`src/hdl/assert_macros.svh`:
```
// ----------------------------------------------------------------------------
// Assertion macros
// Shared concurrent assertion forms; NO_ASSERTIONS compiles them away.
// ----------------------------------------------------------------------------
`ifndef ASSERT_MACROS_SVH
`define ASSERT_MACROS_SVH

`ifndef NO_ASSERTIONS
// property must hold at every edge outside reset
`define ASSERT_PROP(lbl, clk, rst, prop, msg) \
  lbl: assert property (@(posedge clk) disable iff (rst) prop) else $error(msg);
// condition must never be seen outside reset
`define ASSERT_NEVER(lbl, clk, rst, cond, msg) \
  lbl: assert property (@(posedge clk) disable iff (rst) !(cond)) else $error(msg);
`else
`define ASSERT_PROP(lbl, clk, rst, prop, msg)
`define ASSERT_NEVER(lbl, clk, rst, cond, msg)
`endif

`endif

```
`src/hdl/tfg_pkg.sv`:
```
// ----------------------------------------------------------------------------
// tfg_pkg
// Constants, register codes and shared types of the turret fire gate.
// ----------------------------------------------------------------------------
package tfg_pkg;

  // angle constants
  localparam logic signed [17:0] PI_Q12     = 18'sd12868;
  localparam logic signed [17:0] TWO_PI_Q12 = 18'sd25736;
  localparam logic signed [23:0] PI_Q20     = 24'sd3294199;

  // atan(2^-i) at 2^-20 rad
  localparam logic signed [23:0] ATAN_TAB [16] = '{
    24'sd823550, 24'sd486170, 24'sd256879, 24'sd130396,
    24'sd65451,  24'sd32757,  24'sd16383,  24'sd8192,
    24'sd4096,   24'sd2048,   24'sd1024,   24'sd512,
    24'sd256,    24'sd128,    24'sd64,     24'sd32
  };

  // target kinds
  localparam logic [1:0] KIND_NONE    = 2'd0;
  localparam logic [1:0] KIND_OUTPOST = 2'd2;

  // register indexes
  localparam logic [2:0] REG_MODE_FLAGS   = 3'd0;
  localparam logic [2:0] REG_TOL_PAIR     = 3'd1;
  localparam logic [2:0] REG_JUDGE_DIST   = 3'd2;
  localparam logic [2:0] REG_SPIN_ENTER   = 3'd3;
  localparam logic [2:0] REG_SPIN_EXIT    = 3'd4;
  localparam logic [2:0] REG_STATIC_LIMIT = 3'd5;
  localparam logic [2:0] REG_COMING       = 3'd6;
  localparam logic [2:0] REG_LEAVING      = 3'd7;

  // mode flag bits
  localparam int FLAG_AUTO        = 0;
  localparam int FLAG_SPIN_FORCE  = 1;
  localparam int FLAG_OUTPOST_LCK = 2;
  localparam int FLAG_PHASE_FIRE  = 3;
  localparam int FLAG_STATIC_EN   = 4;
  localparam int FLAG_STATIC_LCK  = 5;

  typedef struct packed {
    logic busy;
    logic done;
  } cordic_stat_t;

endpackage

```
`src/hdl/tfg_cordic.sv`:
```
// ----------------------------------------------------------------------------
// tfg_cordic
// Iterative vectoring CORDIC atan2, one micro-rotation per cycle.
// ----------------------------------------------------------------------------
module tfg_cordic import tfg_pkg::*; #(
  parameter int CORDIC_STEPS = 14
) (
  input  logic               clk,
  input  logic               rst,
  input  logic               start,
  input  logic signed [15:0] x_in,
  input  logic signed [15:0] y_in,
  output cordic_stat_t       stat,
  output logic signed [15:0] angle
);

  localparam logic [3:0] LastStep = 4'(CORDIC_STEPS - 1);

  logic signed [32:0] x;
  logic signed [32:0] y;
  logic signed [23:0] z;
  logic [3:0]         step;
  logic               busy;
  logic               done;
  logic               zero;

  logic signed [32:0] x_ld;
  logic signed [32:0] y_ld;
  logic signed [32:0] xs;
  logic signed [32:0] ys;
  logic signed [23:0] z_rnd;
  logic               y_pos;

  assign x_ld  = {{3{x_in[15]}}, x_in, 14'b0};
  assign y_ld  = {{3{y_in[15]}}, y_in, 14'b0};
  assign xs    = x >>> step;
  assign ys    = y >>> step;
  assign y_pos = !y[32] && (y != '0);
  assign z_rnd = z + 24'sd128;
  assign angle = zero ? 16'sd0 : z_rnd[23:8];
  assign stat  = '{busy: busy, done: done};

  always_ff @(posedge clk) begin
    if (rst) begin
      busy <= 1'b0;
      done <= 1'b0;
      step <= '0;
    end else begin
      done <= 1'b0;
      if (start) begin
        busy <= 1'b1;
        step <= '0;
        zero <= (x_in == '0) && (y_in == '0);
        // left half plane: turn by pi first
        if (x_in[15]) begin
          x <= -x_ld;
          y <= -y_ld;
          z <= y_in[15] ? -PI_Q20 : PI_Q20;
        end else begin
          x <= x_ld;
          y <= y_ld;
          z <= '0;
        end
      end else if (busy) begin
        if (y_pos) begin
          x <= x + ys;
          y <= y - xs;
          z <= z + ATAN_TAB[step];
        end else begin
          x <= x - ys;
          y <= y + xs;
          z <= z - ATAN_TAB[step];
        end
        if (step == LastStep) begin
          busy <= 1'b0;
          done <= 1'b1;
        end else begin
          step <= step + 4'd1;
        end
      end
    end
  end

endmodule

```
`src/hdl/turret_fire_gate_unit.sv`:
```
// ----------------------------------------------------------------------------
// turret_fire_gate_unit
// Per-frame fire decision with spin latch, outpost phase window and
// steadiness check.
// ----------------------------------------------------------------------------
//  channel  | handshake               | payload
//  ---------+-------------------------+------------------------------------
//  in       | in_valid / in_ready     | control_on .. gimbal_yaw
//  out      | out_valid / out_ready   | fire, spin_latched
//  cfg      | cfg_we (no wait)        | cfg_index, cfg_data
//
//  One beat at a time: the path is shortest when the gate is closed and
//  longest for a moving outpost, set by the CORDIC rotation loop and the
//  shared 16x16 multiplier (three products).
//  Reset is synchronous; configuration comes back to its defaults.
//  A result held by out_ready does not block the next input beat.
// ----------------------------------------------------------------------------
`include "assert_macros.svh"

module turret_fire_gate_unit import tfg_pkg::*; #(
  parameter int CORDIC_STEPS = 14
) (
  input  logic               clk,
  input  logic               rst,
  input  logic               in_valid,
  output logic               in_ready,
  input  logic               control_on,
  input  logic [1:0]         target_kind,
  input  logic               layer_locked,
  input  logic               static_direct,
  input  logic               tracking,
  input  logic               aim_valid,
  input  logic signed [15:0] pos_x,
  input  logic signed [15:0] pos_y,
  input  logic signed [15:0] spin_rate,
  input  logic signed [15:0] aim_yaw,
  input  logic signed [15:0] command_yaw,
  input  logic signed [15:0] gimbal_yaw,
  output logic               out_valid,
  input  logic               out_ready,
  output logic               fire,
  output logic               spin_latched,
  input  logic               cfg_we,
  input  logic [2:0]         cfg_index,
  input  logic [31:0]        cfg_data
);

  typedef enum logic [3:0] {
    S_IDLE, S_EVAL, S_CORD, S_WRAP, S_LATCH, S_MUL, S_JUDGE, S_CHECK, S_FINISH
  } state_t;

  state_t state;

  // configuration
  logic [5:0]  mode_flags;
  logic [31:0] tolerance_pair;
  logic [14:0] far_range;
  logic [14:0] spin_enter_speed;
  logic [14:0] spin_exit_speed;
  logic [14:0] static_speed_limit;
  logic [13:0] coming_angle;
  logic [13:0] leaving_angle;

  // captured beat
  logic               c_on;
  logic [1:0]         kind;
  logic               layer;
  logic               sdirect;
  logic               trk;
  logic               aimok;
  logic signed [15:0] tx;
  logic signed [15:0] ty;
  logic signed [15:0] spin;
  logic signed [15:0] aim;
  logic signed [15:0] cmd;
  logic signed [15:0] gim;

  // block state and work registers
  logic signed [15:0] prev_command_yaw;
  logic               spin_fire_latch;
  logic               latch_work;
  logic signed [17:0] ph;
  logic [1:0]         mcnt;
  logic signed [31:0] mul_p;
  logic [31:0]        d2;
  logic [15:0]        tol;
  logic               res_fire;
  logic               res_latch;
  logic               res_upd;

  cordic_stat_t       cord_stat;
  logic signed [15:0] cord_angle;
  logic               cord_start;

  // decision terms
  logic [15:0]        speed;
  logic               aim_held;
  logic               gate_closed;
  logic               is_outpost;
  logic               still_mode;
  logic               need_lock;
  logic               lock_fail;
  logic signed [17:0] phs;
  logic               win_fail;
  logic [16:0]        enter3;
  logic [14:0]        exit_spd;
  logic               latch_calc;
  logic signed [15:0] mul_a;
  logic signed [15:0] mul_b;
  logic signed [31:0] mul_prod;
  logic signed [16:0] dc;
  logic signed [16:0] dg;
  logic [15:0]        dcmd;
  logic [15:0]        dgim;
  logic               fire_calc;
  logic               out_free;

  assign speed       = spin[15] ? 16'(-spin) : 16'(spin);
  assign aim_held    = trk && aimok;
  assign gate_closed = !c_on || (kind == KIND_NONE) || !mode_flags[FLAG_AUTO];
  assign is_outpost  = (kind == KIND_OUTPOST);
  assign still_mode  = mode_flags[FLAG_STATIC_EN] &&
                       (sdirect || (speed <= {1'b0, static_speed_limit}));
  assign need_lock   = still_mode ? mode_flags[FLAG_STATIC_LCK]
                                  : mode_flags[FLAG_OUTPOST_LCK];
  assign lock_fail   = (need_lock && !layer) || !aim_held;
  assign cord_start  = (state == S_EVAL) && !gate_closed && is_outpost &&
                       !lock_fail && !still_mode;

  // phase is negated for negative spin
  assign phs      = spin[15] ? -ph : ph;
  assign win_fail = (phs < -$signed({4'b0, coming_angle})) ||
                    (phs > $signed({4'b0, leaving_angle}));

  assign enter3   = {2'b0, spin_enter_speed} + {1'b0, spin_enter_speed, 1'b0};
  assign exit_spd = (spin_exit_speed > spin_enter_speed) ? enter3[16:2] : spin_exit_speed;

  always_comb begin
    if (!mode_flags[FLAG_SPIN_FORCE] || !aim_held) begin
      latch_calc = 1'b0;
    end else if (latch_work) begin
      latch_calc = !(speed < {1'b0, exit_spd});
    end else begin
      latch_calc = speed > {1'b0, spin_enter_speed};
    end
  end

  always_comb begin
    case (mcnt)
      2'd0: begin
        mul_a = tx;
        mul_b = tx;
      end
      2'd1: begin
        mul_a = ty;
        mul_b = ty;
      end
      default: begin
        mul_a = $signed({1'b0, far_range});
        mul_b = $signed({1'b0, far_range});
      end
    endcase
  end

  assign mul_prod = mul_a * mul_b;

  assign dc        = {prev_command_yaw[15], prev_command_yaw} - {cmd[15], cmd};
  assign dg        = {gim[15], gim} - {prev_command_yaw[15], prev_command_yaw};
  assign dcmd      = dc[16] ? 16'(-dc) : dc[15:0];
  assign dgim      = dg[16] ? 16'(-dg) : dg[15:0];
  assign fire_calc = ({1'b0, dcmd} < {tol, 1'b0}) && (dgim < tol) && aimok;

  assign out_free  = !out_valid || out_ready;
  assign in_ready  = (state == S_IDLE) && !rst;

  tfg_cordic #(
    .CORDIC_STEPS(CORDIC_STEPS)
  ) u_cordic (
    .clk   (clk),
    .rst   (rst),
    .start (cord_start),
    .x_in  (tx),
    .y_in  (ty),
    .stat  (cord_stat),
    .angle (cord_angle)
  );

  always_ff @(posedge clk) begin
    if (rst) begin
      mode_flags         <= 6'd13;
      tolerance_pair     <= '0;
      far_range          <= '0;
      spin_enter_speed   <= 15'd12288;
      spin_exit_speed    <= 15'd9216;
      static_speed_limit <= 15'd154;
      coming_angle       <= 14'd214;
      leaving_angle      <= 14'd3216;
    end else if (cfg_we) begin
      unique case (cfg_index)
        REG_MODE_FLAGS:   mode_flags         <= cfg_data[5:0];
        REG_TOL_PAIR:     tolerance_pair     <= cfg_data;
        REG_JUDGE_DIST:   far_range          <= cfg_data[14:0];
        REG_SPIN_ENTER:   spin_enter_speed   <= cfg_data[14:0];
        REG_SPIN_EXIT:    spin_exit_speed    <= cfg_data[14:0];
        REG_STATIC_LIMIT: static_speed_limit <= cfg_data[14:0];
        REG_COMING:       coming_angle       <= cfg_data[13:0];
        REG_LEAVING:      leaving_angle      <= cfg_data[13:0];
        default: ;
      endcase
    end
  end

  always_ff @(posedge clk) begin
    if (rst) begin
      state            <= S_IDLE;
      out_valid        <= 1'b0;
      prev_command_yaw <= '0;
      spin_fire_latch  <= 1'b0;
    end else begin
      // the finish state reloads the output itself
      if (out_valid && out_ready && (state != S_FINISH)) begin
        out_valid <= 1'b0;
      end
      unique case (state)
        S_IDLE: begin
          if (in_valid) begin
            c_on    <= control_on;
            kind    <= target_kind;
            layer   <= layer_locked;
            sdirect <= static_direct;
            trk     <= tracking;
            aimok   <= aim_valid;
            tx      <= pos_x;
            ty      <= pos_y;
            spin    <= spin_rate;
            aim     <= aim_yaw;
            cmd     <= command_yaw;
            gim     <= gimbal_yaw;
            state   <= S_EVAL;
          end
        end
        S_EVAL: begin
          res_fire  <= 1'b0;
          res_latch <= 1'b0;
          res_upd   <= 1'b1;
          if (gate_closed) begin
            res_upd <= 1'b0;
            state   <= S_FINISH;
          end else if (is_outpost && lock_fail) begin
            state <= S_FINISH;
          end else if (is_outpost && still_mode) begin
            latch_work <= 1'b0;
            state      <= S_LATCH;
          end else if (is_outpost) begin
            state <= S_CORD;
          end else begin
            latch_work <= spin_fire_latch;
            state      <= S_LATCH;
          end
        end
        S_CORD: begin
          if (cord_stat.done) begin
            ph    <= {aim[15], aim[15], aim} - {cord_angle[15], cord_angle[15], cord_angle};
            state <= S_WRAP;
          end
        end
        S_WRAP: begin
          // bring the phase into (-pi, pi] one turn at a time
          if (ph > PI_Q12) begin
            ph <= ph - TWO_PI_Q12;
          end else if (ph <= -PI_Q12) begin
            ph <= ph + TWO_PI_Q12;
          end else if (win_fail) begin
            state <= S_FINISH;
          end else if (mode_flags[FLAG_PHASE_FIRE]) begin
            res_fire <= 1'b1;
            state    <= S_FINISH;
          end else begin
            latch_work <= spin_fire_latch;
            state      <= S_LATCH;
          end
        end
        S_LATCH: begin
          res_latch <= latch_calc;
          if (latch_calc) begin
            res_fire <= 1'b1;
            state    <= S_FINISH;
          end else begin
            mcnt  <= 2'd0;
            state <= S_MUL;
          end
        end
        S_MUL: begin
          // x^2, then y^2, then judge^2 through the one multiplier
          mul_p <= mul_prod;
          mcnt  <= mcnt + 2'd1;
          if (mcnt == 2'd1) begin
            d2 <= 32'(mul_p);
          end else if (mcnt == 2'd2) begin
            d2    <= d2 + 32'(mul_p);
            state <= S_JUDGE;
          end
        end
        S_JUDGE: begin
          tol   <= (d2 > 32'(mul_p)) ? tolerance_pair[31:16] : tolerance_pair[15:0];
          state <= S_CHECK;
        end
        S_CHECK: begin
          res_fire <= fire_calc;
          state    <= S_FINISH;
        end
        S_FINISH: begin
          if (out_free) begin
            out_valid       <= 1'b1;
            fire            <= res_fire;
            spin_latched    <= res_latch;
            spin_fire_latch <= res_latch;
            if (res_upd) begin
              prev_command_yaw <= cmd;
            end
            state <= S_IDLE;
          end
        end
        default: state <= S_IDLE;
      endcase
    end
  end

  `ASSERT_PROP(a_latch_fire, clk, rst, (out_valid && spin_latched) |-> fire, "latch without fire")
  `ASSERT_NEVER(a_cord_stray, clk, rst, cord_stat.done && (state != S_CORD), "stray CORDIC done")
  `ASSERT_PROP(a_cord_busy, clk, rst, cord_stat.busy |-> !in_ready, "ready while CORDIC runs")

endmodule
```
`config.mk`:
```
export PLATFORM = sky130hd
export DESIGN_NAME = turret_fire_gate_unit
export DESIGN_NICKNAME = d
export VERILOG_FILES = /design/src/hdl/tfg_pkg.sv /design/src/hdl/tfg_cordic.sv /design/src/hdl/turret_fire_gate_unit.sv
export VERILOG_INCLUDE_DIRS = /design/src /design/src/hdl
export SDC_FILE = /design/constraint.sdc
export NUM_CORES = 2
export LEC_CHECK = 0
export ABC_AREA = 0
export BUFFER_PORTS_ARGS = -buffer_cell sky130_fd_sc_hd__buf_2
export CAP_MARGIN = 10
export CORE_ASPECT_RATIO = 1.2
export CORE_UTILIZATION = 50
export CTS_CLUSTER_DIAMETER = 150
export DETAILED_ROUTE_END_ITERATION = 7
export PLACE_DENSITY = 0.66
export SLEW_MARGIN = 10
export SYNTH_ARGS = -nofsm -noshare
export SYNTH_HDL_FRONTEND = slang
export SYNTH_SLANG_ARGS = --single-unit
export TNS_END_PERCENT = 10
```
`constraint.sdc`:
```
create_clock -name clk -period 9 [get_ports clk]
set_input_delay 0.45 -clock clk [delete_from_list [all_inputs] [get_ports clk]]
set_output_delay 0.45 -clock clk [all_outputs]
set_load 0.1 [all_outputs]
```
==> impl_table.tex <==
\begin{tabular}{lr}
\hline
Metric & Value \\
\hline
\multicolumn{2}{l}{\textbf{CTS}} \\
\quad Root cell of the clock tree & sky130\_fd\_sc\_hd\_\_clkbuf\_16 \\
\quad Clock tree from TritonCTS & done \\
\quad Clock slew at the register clock pins of the worst setup and hold paths & 0.07 ns \\
\quad Clock latency reported for the late side of the worst-skew pair & between 0.6 and 0.7 ns \\
\quad Maximum root-to-sink buffer count & 3 \\
\quad Number of buffers added by the clock tree synthesis step & 53 \\
\quad Clock sink count & roughly 450 \\
\quad H-Tree Depth & 2 \\
\quad Setup bufs post-CTS & 0 \\
\multicolumn{2}{l}{\textbf{Global route}} \\
\quad Met2 Track Usage GR & 46.3\% \\
\quad Met3 global-route usage & 3.61\% \\
\quad Leftover overflow at the end of global routing & 0 \\
\quad GR Util met1 & about a third \\
\quad Initial antenna violation count & 1 \\
\quad Layer carrying the most global-route usage & met2 \\
\quad Global-route usage over all layers & approximately a quarter \\
\quad Pin count of the biggest net entering global routing & 88 \\
\quad Vias in the first global route & 36997 \\
\quad First-pass GRT wire length & 196 mm \\
\multicolumn{2}{l}{\textbf{Pwr}} \\
\quad Total power & 8.36 mW \\
\quad Worst VDD drop & around 150 uV \\
\quad Standby leakage power & about 22 nW \\
\quad Power density over the cells & 166 nW/um2 \\
\multicolumn{2}{l}{\textbf{Synthesis}} \\
\quad Proportion of synthesized flip-flops having asynchronous set or reset & 0\% \\
\quad Post-synth top area share & about a fifth \\
\quad Synth cell count leaders & 607 x sky130\_fd\_sc\_hd\_\_nand2\_1, 576 x sky130\_fd\_sc\_hd\_\_inv\_1, 452 x sky130\_fd\_sc\_hd\_\_ha\_1 \\
\quad Syn\_nets & about 6000 \\
\quad Largest cells by area after synthesis & sky130\_fd\_sc\_hd\_\_edfxtp\_1 20\%, sky130\_fd\_sc\_hd\_\_ha\_1 12\%, sky130\_fd\_sc\_hd\_\_fa\_1 11\% \\
\quad Most used flip-flop cell after synthesis & sky130\_fd\_sc\_hd\_\_edfxtp\_1 \\
\quad Count of flip-flops with a built-in enable after synthesis & 299 \\
\quad Most numerous cell in the Yosys netlist & sky130\_fd\_sc\_hd\_\_nand2\_1 \\
\quad Proportion of synthesized chip area in sequential cells & 26.4\% \\
\quad Syn avg cell area & 8.87 um2 \\
\quad Yosys cell types & approximately 100 \\
\quad Cell count after synthesis & 5153 \\
\quad Synthesis warning total & 0 \\
\quad Largest area contributor in the netlist & sky130\_fd\_sc\_hd\_\_edfxtp\_1 \\
\quad Post-Synthesis Cell Area & 45700 um2 \\
\quad Register bit count reported by yosys & around 450 \\
\multicolumn{2}{l}{\textbf{Placement}} \\
\quad Half-perimeter wire length of the detailed placement result & 95.1 mm \\
\quad Standard cell area after detailed placement & roughly 48000 um2 \\
\quad Instance count after placement with tap cells included & 6339 \\
\quad Port-buffer cells & around 150 \\
\quad Weighted congestion at the end of routability-driven global placement & 0.956 \\
\multicolumn{2}{l}{\textbf{Finish}} \\
\quad Area of combinational cells with multiple inputs & 30700 um2 \\
\quad Area of all placed cells without fillers & 50400 um2 \\
\quad Count of placed standard cells in the final layout, fillers left out & between 6000 and 7000 \\
\quad Area growth syn-to-layout & 10.2\% \\
\quad Final Core Density & between 50\% and 60\% \\
\quad Number of nets in the final layout & $\sim$6000 \\
\quad Fillcell total & 8262 \\
\quad Share of post-route cells with drive strength above 1 & about 8.5\% \\
\quad Sequential cell area in the final layout & 12100 um2 \\
\multicolumn{2}{l}{\textbf{Drt}} \\
\quad Routed WL per cell & roughly 19 um \\
\quad First drt pass iteration count & 6 \\
\quad DRC violation count after routing & 0 \\
\quad Total length of routed wires & 124 mm \\
\quad Iter 0 DRT Violations & 2807 \\
\quad Vias per cell & 5.76 \\
\quad Antenna violation net count after detailed routing & 0 \\
\quad Total via count after detailed routing & 37665 \\
\multicolumn{2}{l}{\textbf{Setup path}} \\
\quad R2R depth & 28 \\
\quad Kind of cell adding the most delay to the critical path & adder cells \\
\quad Worst r2r dst & mul\_p[30] \\
\quad Crit path capture & mul\_p[30] \\
\quad Count of buffer and inverter cells on the critical path & 6 \\
\quad Stage delay of the slowest cell on the critical path & 0.58 ns \\
\quad Class of the most critical setup path & flop to flop \\
\quad Required time reported for the critical path endpoint & 9.40 ns \\
\quad Total number of cells along the worst setup path & 28 \\
\quad Reg-to-reg critical path startpoint & mcnt[0] \\
\quad CP max stage cell & sky130\_fd\_sc\_hd\_\_nor2\_2 \\
\quad Capturing element type of the critical path & flop \\
\quad Worst endpoint data arrival time & between 8 and 9 ns \\
\quad Worst R2R Setup Slack & 0.74 ns \\
\quad Most prevalent standard cell on the critical path & sky130\_fd\_sc\_hd\_\_fa\_1 \\
\quad Max FO, Critical Path & 17 \\
\quad Startpoint kind of the worst setup timing path & flop \\
\quad CP Launch Point & mcnt[0] \\
\multicolumn{2}{l}{\textbf{Die}} \\
\quad X dimension of the die & 278 um \\
\quad Floorplan core area & 90700 um2 \\
\quad Initial core utilization & between 50\% and 60\% \\
\quad Die area & slightly above 90000 um2 \\
\quad Boundary Pins & 147 \\
\quad Row Count & 121 \\
\quad Die Y-Extent & 333 um \\
\multicolumn{2}{l}{\textbf{Flow run}} \\
\quad Count of max-cap constraint violations & 0 \\
\multicolumn{2}{l}{\textbf{Timing}} \\
\quad Accumulated negative setup slack & 0 ns \\
\quad Final clock period utilization by the worst path & between 90\% and 100\% \\
\quad Number of endpoints with negative hold slack in the final report & 0 \\
\quad Minimum clock period & about 8.3 ns \\
\quad Unrepaired setup endpoints after global routing & false \\
\quad Fmax & $\sim$0.12 GHz \\
\quad Worst slew pin tran & 1.20 ns \\
\quad Fin. max-slew vios & 0 \\
\quad Worst slew margin relative to its limit & 19.7\% \\
\quad Final count of negative-setup-slack endpoints & 0 \\
\quad Final Skew & about 0.037 ns \\
\multicolumn{2}{l}{\textbf{Hold path}} \\
\quad Hold/Removal Path Class & primary input to flop \\
\quad Min-Delay Startpoint & control\_on \\
\multicolumn{2}{l}{\textbf{Outcome}} \\
\quad Status & complete, no violations \\
\hline
\end{tabular}
-- layer usage --
layer	vias to the layer above	wire, um
li1	18271	-
met1	18090	51600
met2	1054	60500
met3	248	6830
met4	2	5110
met5	-	13
-- layout make-up --
| type | instances | share of cell area [%] |
|---|---|---|
| inverters | 585 | 4.36 |
| diodes | 2 | 0.00993 |
| flip-flops and latches | 453 | 24.0 |
| clock inverters | 35 | 0.765 |
| well taps | 1168 | 2.90 |
| multi-input cells | 3937 | 61.0 |
| clock buffers | 65 | 2.86 |
| repair buffers | 296 | 4.19 |
-- where the power goes --
group	internal, mW	switching, mW
Sequential	2.46	0.116
Combinational	1.47	2.04
Clock	1.30	0.979
Total	5.22	3.14
-- worst register-to-register path: cells and delay by family, from the launching register on --
kind            cells  cell delay [ns]
xor+xnor            1             0.07
fa+ha+maj           8             3.57
buf+inv             6             0.70
simple gates        4             1.20
compound gates      9             2.11
flops               1             0.38
-- worst min-delay path by stage --
stage | end | slack [ns] | cells after the start
global placement | fire | 0.41 | 0
floorplan | fire | 0.40 | 0
global route | c_on | 0.01 | 1
finish | c_on | 0.05 | 1
detailed placement | fire | 0.42 | 0
CTS | c_on | 0.004 | 1
-- repair_timing --
action / CTS / global route
resized for setup: 0 / 2
endpoints found under the hold margin: 100 / 0
hold buffers: 100 / 0
endpoints found under the setup margin: 0 / 2
-- through the flow --
stage / hold WS (ns) / worst slack [ns]
detailed placement: 0.417 / 0.554
floorplan: 0.400 / 0.739
finish: 0.0502 / 0.744
CTS: 0.00412 / 0.554
global route: 0.0140 / 0.169
global placement: 0.410 / 0.717
-- sequential cells by signal, summed over array words and instances (netlist names), 16 cells and up --
name,flops
d2,32
tol,16
u_cordic.x,33
gim,16
aim,16
ph,18
cmd,16
u_cordic.z,24
spin,16
u_cordic.y,33
tolerance_pair,32
tx,16
prev_command_yaw,16
mul_p,31
ty,16
-- kinds of logic after synthesis --
family	after synthesis	synth area share, %
multiplexers	181	5.66
adder cells (fa/ha/maj)	694	23.0
flip-flops	453	26.4
AO/OA/AOI/OAI	1166	15.7
XOR/XNOR	385	7.38
buffers and inverters	763	6.51
AND/OR/NAND/NOR	1511	15.4
-- placed cells by master (no fill, tap or decap), types with 38 or more instances in the layout --
| cell | n |
|---|---|
| sky130_fd_sc_hd__or3_1 | 45 |
| sky130_fd_sc_hd__buf_2 | 145 |
| sky130_fd_sc_hd__nand2b_1 | 74 |
| sky130_fd_sc_hd__buf_4 | 51 |
| sky130_fd_sc_hd__mux4_2 | 53 |
| sky130_fd_sc_hd__dfxtp_1 | 150 |
| sky130_fd_sc_hd__clkbuf_16 | 54 |
| sky130_fd_sc_hd__nand4_1 | 40 |
| sky130_fd_sc_hd__nor2b_1 | 54 |
| sky130_fd_sc_hd__nor3_1 | 79 |
| sky130_fd_sc_hd__xnor2_1 | 276 |
| sky130_fd_sc_hd__nor2_1 | 360 |
| sky130_fd_sc_hd__mux2_2 | 44 |
| sky130_fd_sc_hd__nand2_1 | 607 |
| sky130_fd_sc_hd__a21o_1 | 120 |
| sky130_fd_sc_hd__mux2i_1 | 71 |
| sky130_fd_sc_hd__nand3_1 | 71 |
| sky130_fd_sc_hd__inv_1 | 575 |
| sky130_fd_sc_hd__ha_1 | 451 |
| sky130_fd_sc_hd__a21oi_1 | 411 |
| sky130_fd_sc_hd__a31oi_1 | 38 |
| sky130_fd_sc_hd__o31ai_1 | 47 |
| sky130_fd_sc_hd__dlygate4sd3_1 | 100 |
| sky130_fd_sc_hd__edfxtp_1 | 299 |
| sky130_fd_sc_hd__o21ai_0 | 261 |
| sky130_fd_sc_hd__xor2_1 | 109 |
| sky130_fd_sc_hd__fa_1 | 242 |
Note: power is estimated with default switching activity, not from simulation.
